<file path="src/rtl/ulmtc_pkg.sv">
// ----------------------------------------------------------------------------
// UV lamp mode and timer controller package
// Shared types, register indexes, limits and reset values.
// ----------------------------------------------------------------------------
package ulmtc_pkg;

   // Field widths
   localparam int TPS_W   = 10;
   localparam int PRESS_W = 7;
   localparam int SETUP_W = 11;
   localparam int MIN_W   = 7;
   localparam int SEC_W   = 6;
   localparam int MODE_W  = 2;

   // Configuration port
   localparam int CSR_DATA_W  = 11;
   localparam int CSR_INDEX_W = 3;

   localparam logic [CSR_INDEX_W-1:0] CSR_TICKS_PER_SECOND = 3'd0;
   localparam logic [CSR_INDEX_W-1:0] CSR_PRESS_TICKS      = 3'd1;
   localparam logic [CSR_INDEX_W-1:0] CSR_SETUP_HOLD_TICKS = 3'd2;
   localparam logic [CSR_INDEX_W-1:0] CSR_REPEAT_TICKS     = 3'd3;
   localparam logic [CSR_INDEX_W-1:0] CSR_MAX_MINUTES      = 3'd4;

   // Lamp modes
   localparam logic [MODE_W-1:0] MODE_PUSH  = 2'd0;
   localparam logic [MODE_W-1:0] MODE_HOLD  = 2'd1;
   localparam logic [MODE_W-1:0] MODE_TIMER = 2'd2;

   // Saturation limits and bounds
   localparam logic [SETUP_W-1:0] UP_SAT  = 11'd1200;
   localparam logic [PRESS_W-1:0] BTN_SAT = 7'd120;
   localparam logic [SEC_W-1:0]   SEC_MAX = 6'd59;
   localparam logic [MIN_W-1:0]   MIN_CAP = 7'd99;

   // Reset values
   localparam logic [TPS_W-1:0]   RST_TICKS_PER_SECOND = 10'd200;
   localparam logic [PRESS_W-1:0] RST_PRESS_TICKS      = 7'd20;
   localparam logic [SETUP_W-1:0] RST_SETUP_HOLD_TICKS = 11'd400;
   localparam logic [PRESS_W-1:0] RST_REPEAT_TICKS     = 7'd60;
   localparam logic [MIN_W-1:0]   RST_MAX_MINUTES      = 7'd90;
   localparam logic [MIN_W-1:0]   RST_MINUTES          = 7'd5;
   localparam logic [SEC_W-1:0]   RST_SECONDS          = 6'd0;

   typedef struct packed {
      logic up_pressed;
      logic down_pressed;
      logic left_pressed;
   } req_type;

   typedef struct packed {
      logic              lamp_on;
      logic [MODE_W-1:0] lamp_mode;
      logic              in_setup;
      logic              editing_seconds;
      logic [MIN_W-1:0]  minutes_left;
      logic [SEC_W-1:0]  seconds_left;
      logic [MIN_W-1:0]  preset_minutes;
      logic [SEC_W-1:0]  preset_seconds;
      logic              time_expired;
   } rsp_type;

   typedef struct packed {
      logic [TPS_W-1:0]   ticks_per_second;
      logic [PRESS_W-1:0] press_ticks;
      logic [SETUP_W-1:0] setup_hold_ticks;
      logic [PRESS_W-1:0] repeat_ticks;
      logic [MIN_W-1:0]   max_minutes;
   } cfg_type;

   typedef struct packed {
      logic [SETUP_W-1:0] up_hold;
      logic [PRESS_W-1:0] down_hold;
      logic [PRESS_W-1:0] left_hold;
      logic [TPS_W-1:0]   tick_prescale;
      logic               lamp_state;
      logic [MODE_W-1:0]  mode_state;
      logic               setup_active;
      logic               press_latched;
      logic               expired_flag;
      logic               field_select;
      logic               combo_prev;
      logic [MIN_W-1:0]   count_minutes;
      logic [SEC_W-1:0]   count_seconds;
      logic [MIN_W-1:0]   preset_min_reg;
      logic [SEC_W-1:0]   preset_sec_reg;
   } state_type;

endpackage

</file>
<file path="src/rtl/ulmtc_step.sv">
// ----------------------------------------------------------------------------
// UV lamp controller tick step
// Next-state logic for one 5 ms tick: hold counters, prescaler, countdown,
// setup menu and lamp mode handling.
// ----------------------------------------------------------------------------
module ulmtc_step import ulmtc_pkg::*; (
   input  state_type cur_state,
   input  cfg_type   cfg,
   input  req_type   req,
   output state_type next_state
);

   always_comb begin
      state_type          s;
      logic               combo;
      logic               combo_edge;
      logic               left_press;
      logic [MIN_W-1:0]   top;
      logic [SETUP_W-1:0] repeat_ext;

      s          = cur_state;
      combo      = req.up_pressed && req.down_pressed;
      combo_edge = combo && !cur_state.combo_prev;
      top        = (cfg.max_minutes > MIN_CAP) ? MIN_CAP : cfg.max_minutes;
      repeat_ext = {{(SETUP_W-PRESS_W){1'b0}}, cfg.repeat_ticks};

      // Advance the saturating hold counters, clear on release
      if (!req.up_pressed) begin
         s.up_hold = '0;
      end else if (s.up_hold < UP_SAT) begin
         s.up_hold = s.up_hold + 1'b1;
      end
      if (!req.down_pressed) begin
         s.down_hold = '0;
      end else if (s.down_hold < BTN_SAT) begin
         s.down_hold = s.down_hold + 1'b1;
      end
      if (!req.left_pressed) begin
         s.left_hold = '0;
      end else if (s.left_hold < BTN_SAT) begin
         s.left_hold = s.left_hold + 1'b1;
      end

      // Advance the prescaler and, in timer mode with the lamp on, step the countdown on wrap
      s.tick_prescale = s.tick_prescale + 1'b1;
      if (s.tick_prescale >= cfg.ticks_per_second) begin
         s.tick_prescale = '0;
         if (s.lamp_state && s.mode_state == MODE_TIMER) begin
            if (s.count_seconds != '0) begin
               s.count_seconds = s.count_seconds - 1'b1;
            end else if (s.count_minutes != '0) begin
               s.count_minutes = s.count_minutes - 1'b1;
               s.count_seconds = SEC_MAX;
            end else begin
               s.expired_flag  = 1'b1;
               s.count_minutes = s.preset_min_reg;
               s.count_seconds = s.preset_sec_reg;
            end
         end
      end

      s.combo_prev = combo;
      left_press   = s.left_hold >= cfg.press_ticks;

      if (s.setup_active) begin
         // Setup menu: leave on combo, otherwise select field and edit preset
         if (combo) begin
            s.setup_active  = 1'b0;
            s.count_minutes = s.preset_min_reg;
            s.count_seconds = s.preset_sec_reg;
         end else begin
            if (left_press) begin
               if (!s.press_latched) begin
                  s.field_select  = !s.field_select;
                  s.press_latched = 1'b1;
               end
            end else begin
               s.press_latched = 1'b0;
            end
            if (s.field_select) begin
               if (s.up_hold >= repeat_ext && s.preset_sec_reg < SEC_MAX) begin
                  s.preset_sec_reg = s.preset_sec_reg + 1'b1;
                  s.down_hold      = '0;
               end
               if (s.down_hold >= cfg.repeat_ticks && s.preset_sec_reg != '0) begin
                  s.preset_sec_reg = s.preset_sec_reg - 1'b1;
                  s.down_hold      = '0;
               end
            end else begin
               if (s.up_hold >= repeat_ext && s.preset_min_reg < top) begin
                  s.preset_min_reg = s.preset_min_reg + 1'b1;
                  s.down_hold      = '0;
               end
               if (s.down_hold >= cfg.repeat_ticks && s.preset_min_reg > 7'd1) begin
                  s.preset_min_reg = s.preset_min_reg - 1'b1;
                  s.down_hold      = '0;
               end
            end
            if (s.preset_min_reg > top) begin
               s.preset_min_reg = 7'd1;
            end
         end
      end else begin
         // Step the mode on the combo press edge
         if (combo_edge) begin
            s.mode_state = (s.mode_state >= MODE_TIMER) ? MODE_PUSH
                                                        : s.mode_state + 1'b1;
         end
         case (s.mode_state)
            MODE_PUSH: begin
               s.lamp_state = left_press;
            end
            MODE_HOLD: begin
               if (left_press) begin
                  if (!s.press_latched) begin
                     s.lamp_state    = !s.lamp_state;
                     s.press_latched = 1'b1;
                  end
               end else begin
                  s.press_latched = 1'b0;
               end
            end
            default: begin
               if (!s.lamp_state && s.up_hold >= cfg.setup_hold_ticks) begin
                  s.setup_active = 1'b1;
               end
               if (s.expired_flag) begin
                  s.lamp_state = 1'b0;
               end
               if (left_press) begin
                  if (!s.press_latched) begin
                     if (s.expired_flag) begin
                        s.expired_flag = 1'b0;
                        s.lamp_state   = 1'b1;
                     end else begin
                        s.lamp_state = !s.lamp_state;
                     end
                     s.press_latched = 1'b1;
                  end
               end else begin
                  s.press_latched = 1'b0;
               end
            end
         endcase
      end

      next_state = s;
   end

endmodule

</file>
<file path="src/rtl/uv_lamp_mode_timer_controller_top.sv">
// An accepted transaction goes from the input register to the result register when the latter is free or draining.
// Throughput: one tick transaction per clock cycle unless the result is stalled; the whole
// tick update is one pass of logic between the input register and the result register.
// A stalled result holds both stages; an empty input stage still takes one transaction.
// Reset (synchronous, active high) restores the tick state and the control
// registers to their defaults and empties both pipeline stages.
// ----------------------------------------------------------------------------
// UV lamp mode and timer controller
// Input register, single tick update stage and result register with stall.
// ----------------------------------------------------------------------------
module uv_lamp_mode_timer_controller_top import ulmtc_pkg::*; (
   input  logic                   clock,
   input  logic                   reset,
   input  logic                   req_valid,
   output logic                   req_stall,
   input  req_type                req_data,
   output logic                   rsp_valid,
   input  logic                   rsp_stall,
   output rsp_type                rsp_data,
   input  logic                   csr_write_en,
   input  logic [CSR_INDEX_W-1:0] csr_index,
   input  logic [CSR_DATA_W-1:0]  csr_data
);

   cfg_type   cfg_ff, cfg_in;
   state_type state_ff, state_in;
   state_type state_rst;
   logic      in_valid_ff, in_valid_in;
   req_type   in_req_ff;
   logic      rsp_valid_ff, rsp_valid_in;
   rsp_type   rsp_data_ff;
   logic      adv;

   // Move the input stage forward when the result register is free or draining
   assign adv       = !rsp_valid_ff || !rsp_stall;
   assign req_stall = in_valid_ff && !adv;

   // Tick state after reset
   always_comb begin
      state_rst                = '0;
      state_rst.count_minutes  = RST_MINUTES;
      state_rst.count_seconds  = RST_SECONDS;
      state_rst.preset_min_reg = RST_MINUTES;
      state_rst.preset_sec_reg = RST_SECONDS;
   end

   // Decode configuration writes
   always_comb begin
      cfg_in = cfg_ff;
      if (csr_write_en) begin
         case (csr_index)
            CSR_TICKS_PER_SECOND: cfg_in.ticks_per_second = csr_data[TPS_W-1:0];
            CSR_PRESS_TICKS:      cfg_in.press_ticks      = csr_data[PRESS_W-1:0];
            CSR_SETUP_HOLD_TICKS: cfg_in.setup_hold_ticks = csr_data[SETUP_W-1:0];
            CSR_REPEAT_TICKS:     cfg_in.repeat_ticks     = csr_data[PRESS_W-1:0];
            CSR_MAX_MINUTES:      cfg_in.max_minutes      = csr_data[MIN_W-1:0];
            default:              cfg_in = cfg_ff;
         endcase
      end
   end

   ulmtc_step u_step (
      .cur_state  (state_ff),
      .cfg        (cfg_ff),
      .req        (in_req_ff),
      .next_state (state_in)
   );

   // Load the input stage whenever it is empty or moving on
   always_comb begin
      in_valid_in = in_valid_ff;
      if (!req_stall) begin
         in_valid_in = req_valid;
      end
   end

   always_comb begin
      rsp_valid_in = rsp_valid_ff;
      if (adv) begin
         rsp_valid_in = in_valid_ff;
      end
   end

   // Control registers
   always_ff @(posedge clock) begin
      if (reset) begin
         cfg_ff.ticks_per_second <= RST_TICKS_PER_SECOND;
         cfg_ff.press_ticks      <= RST_PRESS_TICKS;
         cfg_ff.setup_hold_ticks <= RST_SETUP_HOLD_TICKS;
         cfg_ff.repeat_ticks     <= RST_REPEAT_TICKS;
         cfg_ff.max_minutes      <= RST_MAX_MINUTES;
         state_ff                <= state_rst;
         in_valid_ff             <= 1'b0;
         rsp_valid_ff            <= 1'b0;
      end else begin
         cfg_ff       <= cfg_in;
         in_valid_ff  <= in_valid_in;
         rsp_valid_ff <= rsp_valid_in;
         if (adv && in_valid_ff) begin
            state_ff <= state_in;
         end
      end
   end

   // Payload registers
   always_ff @(posedge clock) begin
      if (!req_stall) begin
         in_req_ff <= req_data;
      end
      if (adv && in_valid_ff) begin
         rsp_data_ff.lamp_on         <= state_in.lamp_state;
         rsp_data_ff.lamp_mode       <= state_in.mode_state;
         rsp_data_ff.in_setup        <= state_in.setup_active;
         rsp_data_ff.editing_seconds <= state_in.field_select;
         rsp_data_ff.minutes_left    <= state_in.count_minutes;
         rsp_data_ff.seconds_left    <= state_in.count_seconds;
         rsp_data_ff.preset_minutes  <= state_in.preset_min_reg;
         rsp_data_ff.preset_seconds  <= state_in.preset_sec_reg;
         rsp_data_ff.time_expired    <= state_in.expired_flag;
      end
   end

   assign rsp_valid = rsp_valid_ff;
   assign rsp_data  = rsp_data_ff;

endmodule

</file>
<file path="config.mk">
export PLATFORM = sky130hd
export DESIGN_NAME = uv_lamp_mode_timer_controller_top
export DESIGN_NICKNAME = d
export VERILOG_FILES = /design/src/rtl/ulmtc_pkg.sv /design/src/rtl/ulmtc_step.sv /design/src/rtl/uv_lamp_mode_timer_controller_top.sv
export SDC_FILE = /design/constraint.sdc
export NUM_CORES = 1
export LEC_CHECK = 0
export ABC_AREA = 1
export BUFFER_PORTS_ARGS = -buffer_cell sky130_fd_sc_hd__buf_2
export CAP_MARGIN = 20
export CELL_PAD_IN_SITES_DETAIL_PLACEMENT = 0
export CELL_PAD_IN_SITES_GLOBAL_PLACEMENT = 1
export CORE_UTILIZATION = 45
export DETAILED_ROUTE_END_ITERATION = 7
export PLACE_DENSITY_LB_ADDON = 0.1
export SLEW_MARGIN = 20
export SYNTH_ARGS = -nofsm -noshare
export SYNTH_HDL_FRONTEND = slang
export SYNTH_SLANG_ARGS = --single-unit
</file>
<file path="constraint.sdc">
create_clock -name clock -period 7.02 [get_ports clock]
set_input_delay 0.351 -clock clock [delete_from_list [all_inputs] [get_ports clock]]
set_output_delay 0.351 -clock clock [all_outputs]
set_load 0.02 [all_outputs]
</file>
==> results of run 1 <==
## cells in the final DEF (no fill, tap or decap), types with 3 or more instances in the layout
cell type,count
o21ai_0,127
buf_4,5
o211ai_1,23
nand2_2,8
nand3b_1,4
nor2_2,4
a22oi_1,7
clkinv_4,4
xor2_1,23
o21ai_1,4
a31oi_1,3
nand2_1,255
a21oi_1,131
o21a_1,7
nor3_1,18
a211oi_1,6
buf_2,55
dfxtp_1,113
nand3_1,64
o22ai_1,3
inv_1,202
o21bai_1,3
nand3_2,3
a21boi_0,6
clkbuf_16,18
xnor2_1,5
o31ai_1,4
nand4_1,12
or2_2,3
nor2_1,123
ha_1,74
edfxtp_1,35
## registers in the layout, summed over array words and instances (netlist names)
| signal | count |
|---|---|
| in_req_ff | 3 |
| in_valid_ff | 1 |
| state_ff | 69 |
| rsp_valid | 1 |
| rsp_data | 32 |
| cfg_ff | 42 |
## worst max path at each step
| stage | from | end | slack [ps] | depth (start not counted) |
|---|---|---|---|---|
| after floorplan | state_ff[62] | state_ff[8] | 2130 | 41 |
| after global placement | state_ff[59] | state_ff[9] | 1440 | 34 |
| after detailed placement | state_ff[62] | state_ff[7] | 1330 | 38 |
| after CTS | state_ff[62] | state_ff[7] | 1290 | 38 |
| after global routing | state_ff[62] | state_ff[9] | 620 | 38 |
| final | state_ff[62] | state_ff[7] | 1250 | 38 |
## through the flow
step	utilization	setup WS, ps
6_report	0.5135	1252
5_1_grt	0.5135	617.4
4_1_cts	0.5133	1291
3_5_place_dp	0.4840	1332
3_3_place_gp	0.4839	1435
2_1_floorplan	-	2126
## per-layer routing
layer | wire, um | part of all wire
met5 | 0 | 0
met4 | 362 | 0.015
met3 | 941 | 0.038
met2 | 11370 | 0.46
met1 | 11820 | 0.48
## area by class of cell
cell class	count	area, um^2	share of cell area
tap	270	337.8	0.03220
multi-input combinational	937	5157	0.4916
clock inverter	12	120.1	0.01145
inverter	205	772.0	0.07358
timing repair buffer	60	312.8	0.02982
sequential	148	3313	0.3158
clock buffer	20	478.0	0.04556
## worst register-to-register path, delay by kind of cell (launching register included)
family,cells,cell delay (ps)
AND/OR/NAND/NOR,22,2700
AO/OA/AOI/OAI,10,1440
adder cells (fa/ha/maj),3,970
flip-flops,1,370
buffers and inverters,3,250
## cells by family after synthesis
| kind of cell | after synthesis | share of synthesized area |
|---|---|---|
| simple gates | 501 | 0.2231 |
| compound gates | 334 | 0.1972 |
| flops | 148 | 0.3503 |
| fa+ha+maj | 74 | 0.09788 |
| xor+xnor | 28 | 0.02593 |
| buf+inv | 249 | 0.1056 |
## power by group through the flow
stage	logic (mW)	clock network, mW	registers, mW
6_report	0.397	0.925	0.955
5_1_grt	0.456	0.977	0.961
4_1_cts	0.398	0.941	0.954
3_5_place_dp	0.396	0	0.973
3_3_place_gp	0.395	0	0.973
2_1_floorplan	0.293	0	0.971
==> flow_summary.ini, run 1 <==
[timing]
finalSetupTns_ps = 0
worst_clock_skew_ps = 11.66
holdWs_ps = 89.16
final_hold_viol_count = 0
fin_crit_sh = 0.8217
setup_viol = 0
fmaxAchievable_ghz = 0.1734
finalMaxSlewViolations = 0
max_slew.worst_pin.slew_ps = 822.3
fin_crit_ps = 5768
rsz0062_at_grt = no
slew_headroom = 0.4498

[floorplanning]
die_y_um = 147.0
row_count = 52
start_util = 0.4630
dieArea_um2 = 21600
io_pins = 56
die_w_um = 147.0
core-area_um2 = 20430

[clocking]
cts_setup_buffers = 0
clockBufferDepth = 2
h-tree-depth = 4
cts_root_buf = clkbuf_16
clock_sinks = 148
cts_resized = 0
clock_latency_ps = 430
clkTransAtPathRegs_ps = 70
cts_tree = built
numCtsBuffers = 17
postCtsHoldBufs = 0

[pwr]
p_comb_frac = 0.174
p_switching_mw = 0.6931
internal-power_mw = 1.584
pwr_density_cell_nw_per_um2 = 217.0
clkPwrFrac = 0.406
p_leak_nw = 4.993
seq_power_share = 0.419
ir_drop_v = 0.0001548
finalPower_mw = 2.277
netSwitchingFraction = 0.3044

[logic_synthesis]
synth_seq_area_share = 0.3503
ys_top_cells_by_count = nand2_1 (255), inv_1 (202), a21oi_1 (131)
yosys_warnings = 0
synth-main-ff-cell = dfxtp_1
synthTopCellsByArea = dfxtp_1 (24%), edfxtp_1 (11%), nand2_1 (10%), ha_1 (9.8%), inv_1 (8.0%)
ys_seq_elements = 148
synthCells = 1334
yosys.cell_count.top_type = nand2_1
yosysTopAreaCellShare = 0.2392
netlist_area_um2 = 9459
synth.net_count = 1430
syn_avg_cell_area_um2 = 7.091
yosys.area.top_type = dfxtp_1
async_flop_share = 0
yosysUniqueCellTypes = 49
synth_edf_count = 35

[cells_and_area]
drive_gt1_frac = 0.08466
final_cell_area_um2 = 10490
antenna_cells = 0
final_cell_count_no_fill = 1652
fin_nets = 1465
fillers = 2097
area_delta_synth_final_pct = 10.91

[setup_path]
r2r_start = state_ff[62]
slowest_delay_ps = 440
worstSetupPathType = reg -> reg
critPathRequiredTime_ps = 7390
timing.critical_path.max_delay_family = simple AND/OR/NAND/NOR gates
start_kind = register
r2r-end = state_ff[7]
crit_slowest_cell = nor2_1
worstPathArrival_ps = 6140
crit_buf_inv = 3
r2r_cells = 38
reg2reg_slack_ps = 1250
crit_fanout = 13
crit_path_frequent_cell = nand2_1
worst_setup_path_end_kind = register

[global_routing]
met2_usage = 0.3870
grtUsageMet1 = 0.3143
gr-total-overflow = 0
antenna_found_initial = 0
grt_util_all_layers = 0.2335
grt_pass1_vias = 7597
grt_pass1_wl_mm = 39.83
grtUsageMet3 = 0.03478
busiest_layer = met2
grt_max_degree = 74

[routing]
drt_iter0_markers = 443
detail-route-antenna-nets = 0
post_drt_via_cell_ratio = 5.216
wl_per_cell_um = 14.83
drc = 0
wl_mm = 24.50
vias = 8617
dr.pass1.iters = 5

[min_path]
hold_end = in_req_ff[1]
hold_start = req_data[1]
min_path_cells = 1
hold_class = in -> reg

[place]
portBuffers = 55
placedCellCount = 1620
place_area_um2 = 9888
gp_congestion = 0.8529
dp_hpwl_mm = 17.56

[run]
drv_cap = 0

[outcome]
outcome = finished, final reports clean
Note: power is estimated with default switching activity, not from simulation.
==> inputs of run 2 (changes only) <==
Settings changed: ABC_AREA 1 to 0, CORE_UTILIZATION 45 to 47.
Clock period 7.02 ns to 5.7 ns, I/O delays scaled along.
==> run 2 against run 1 <==
The flow now finishes with violations (negative setup slack); maximum frequency up 0.58%; final cell count down 5.6%; critical path depth down 3; utilization up 5.7 points; synthesized area up 2.0%; sequential cell count unchanged; largest power group is now the clock network; highest routed layer unchanged.
==> flow_summary.ini, run 2 <==
[place]
portBuffers = 55
gp_congestion = 0.8804
dp_hpwl_mm = 19.67
placedCellCount = 1516

[logic_synthesis]
ys_seq_elements = 148
netlist_area_um2 = 9652
yosys.cell_count.top_type = nand2_1
yosys_warnings = 0
synthTopCellsByArea = dfxtp_1 (23%), edfxtp_1 (11%), ha_1 (9.6%), nand2_1 (7.5%), a21oi_1 (5.6%)
yosys.area.top_type = dfxtp_1
ys_top_cells_by_count = nand2_1 (192), dfxtp_1 (113), a21oi_1 (108)
yosysUniqueCellTypes = 85
synth-main-ff-cell = dfxtp_1
synth.net_count = 1281
async_flop_share = 0
syn_avg_cell_area_um2 = 8.145
synthCells = 1185
yosysTopAreaCellShare = 0.2344
synth_seq_area_share = 0.3433
synth_edf_count = 35

[pwr]
ir_drop_v = 0.0001940
pwr_density_cell_nw_per_um2 = 209.1
p_leak_nw = 4.669

[cells_and_area]
antenna_cells = 0
final_cell_count_no_fill = 1559
area_delta_synth_final_pct = 19.17
top_register = state_ff
fillers = 1894
final_cell_mix = nand2_1 (187), dfxtp_1 (110), a21oi_1 (103), nor2_1 (87), buf_4 (74)
fin_nets = 1372
layout_commonest_cell = nand2_1
drive_gt1_frac = 0.1893
largest_reg_flops = 69

[timing]
rsz0062_at_grt = yes
max_slew.worst_pin.slew_ps = 880.7
setup_viol = 5
fmaxAchievable_ghz = 0.1744
fin_crit_sh = 1.006
slew_headroom = 0.4089
finalMaxSlewViolations = 0
fin_crit_ps = 5735
finalSetupTns_ps = -138.4
worst_clock_skew_ps = 11.03
final_hold_viol_count = 0
setup_slack_ps = -35.06

[floorplanning]
dieArea_um2 = 21110
io_pins = 56
die_w_um = 145.3
start_util = 0.4785
core-area_um2 = 20170
row_count = 52
die_y_um = 145.3

[routing]
drt_iter0_markers = 516
wl_per_cell_um = 17.43
drc = 0
vias = 8863
dr.pass1.iters = 5
detail-route-antenna-nets = 0
wl_mm = 27.17
post_drt_via_cell_ratio = 5.685

[setup_path]
r2r-end = state_ff[8]
crit_slowest_cell = dfxtp_4
worstSetupPathType = reg -> reg
worst_setup_path_end_kind = register
reg2reg_slack_ps = -40
critPathRequiredTime_ps = 6040
r2r_start = state_ff[63]
r2r_cells = 35
crit_path_frequent_cell = buf_6
worstPathArrival_ps = 6070
slowest_delay_ps = 350
worstSetupStartpoint = state_ff[63]
start_kind = register
crit_fanout = 7

[global_routing]
grt_util_all_layers = 0.2617
gr-total-overflow = 0
grt_max_degree = 59
grt_pass1_wl_mm = 43.86
grt_pass1_vias = 8222
antenna_found_initial = 0

[clocking]
h-tree-depth = 4
postCtsHoldBufs = 0
numCtsBuffers = 17
clock_sinks = 148
clock_latency_ps = 430
cts_root_buf = clkbuf_16
clkTransAtPathRegs_ps = 60
cts_tree = built
clockBufferDepth = 2

[min_path]
hold_end = in_req_ff[1]
hold_class = in -> reg
min_path_cells = 1
hold_start = req_data[1]

[outcome]
violations = negative setup slack
outcome = finished with violations

[run]
drv_cap = 0
## run 2: area by class of cell
cell class                 instances  area (um^2)  area share
tap                              270        337.8     0.02937
multi-input combinational        915         6148      0.5345
inverter                          60        227.7     0.01980
clock buffer                      20        456.7     0.03970
clock inverter                    12        116.4     0.01012
timing repair buffer             134        893.4     0.07767
sequential                       148         3322      0.2888
## run 2: timing repair
| action | CTS | global route |
|---|---|---|
| hold endpoints to repair | 0 | 0 |
| resized for setup | 28 | 27 |
| setup endpoints to repair | 14 | 14 |
| pin swaps | 27 | 21 |
| buffers inserted | 7 | 4 |
## run 2: per-stage QoR
step,hold slack [ps],total power [mW],instance area (um^2),worst slack (ps),utilization
global placement,444.0,1.301,10600,-173.1,0.5254
finish,31.61,2.405,11500,-35.06,0.5703
global route,21.09,2.492,11500,-460.4,0.5703
CTS,17.71,2.427,11350,-51.94,0.5626
detailed placement,450.1,1.302,10600,-337.5,0.5254
floorplan,383.9,1.240,9739,-165.9,-
## run 2: critical path: cells and delay by family, from the launching register on
kind            cells  cell delay, ps
compound gates     17            2810
xor+xnor            2             300
fa+ha+maj           3             650
buf+inv             4             570
flops               1             350
simple gates        9             940
## run 2: layer usage
| layer | vias up | track usage | wire (um) |
|---|---|---|---|
| li1 | 4441 | - | - |
| met2 | 190 | 0.4310 | 12800 |
| met5 | - | 0 | 0 |
| met3 | 33 | 0.03931 | 921 |
| met4 | 0 | 0.07684 | 547 |
| met1 | 4199 | 0.3546 | 12900 |
## run 2: worst max-delay path by stage
stage                     slack, ps  cells after the start           to
after global placement         -170                     33  state_ff[8]
final                           -40                     35  state_ff[8]
after detailed placement       -340                     33  state_ff[8]
after floorplan                -170                     35  rsp_data[8]
after global routing           -460                     36  rsp_data[7]
after CTS                       -50                     37  rsp_data[7]
## run 2: cells by family after synthesis
logic type | Yosys count | share of synthesized area
and+or+nand+nor | 452 | 0.2190
muxes | 30 | 0.03280
adders and majority gates | 74 | 0.09593
DFF | 148 | 0.3433
buffers and inverters | 122 | 0.04952
xor gates and xnor gates | 48 | 0.04356
AOI/OAI and AO/OA | 311 | 0.2160
## run 2: power by group
| part | switching [mW] | internal (mW) | leakage (nW) | total [mW] |
|---|---|---|---|---|
| Combinational | 0.116 | 0.0544 | 3.15 | 0.171 |
| Sequential | 0.0166 | 1.10 | 1.24 | 1.11 |
| Clock | 0.490 | 0.633 | 0.288 | 1.12 |
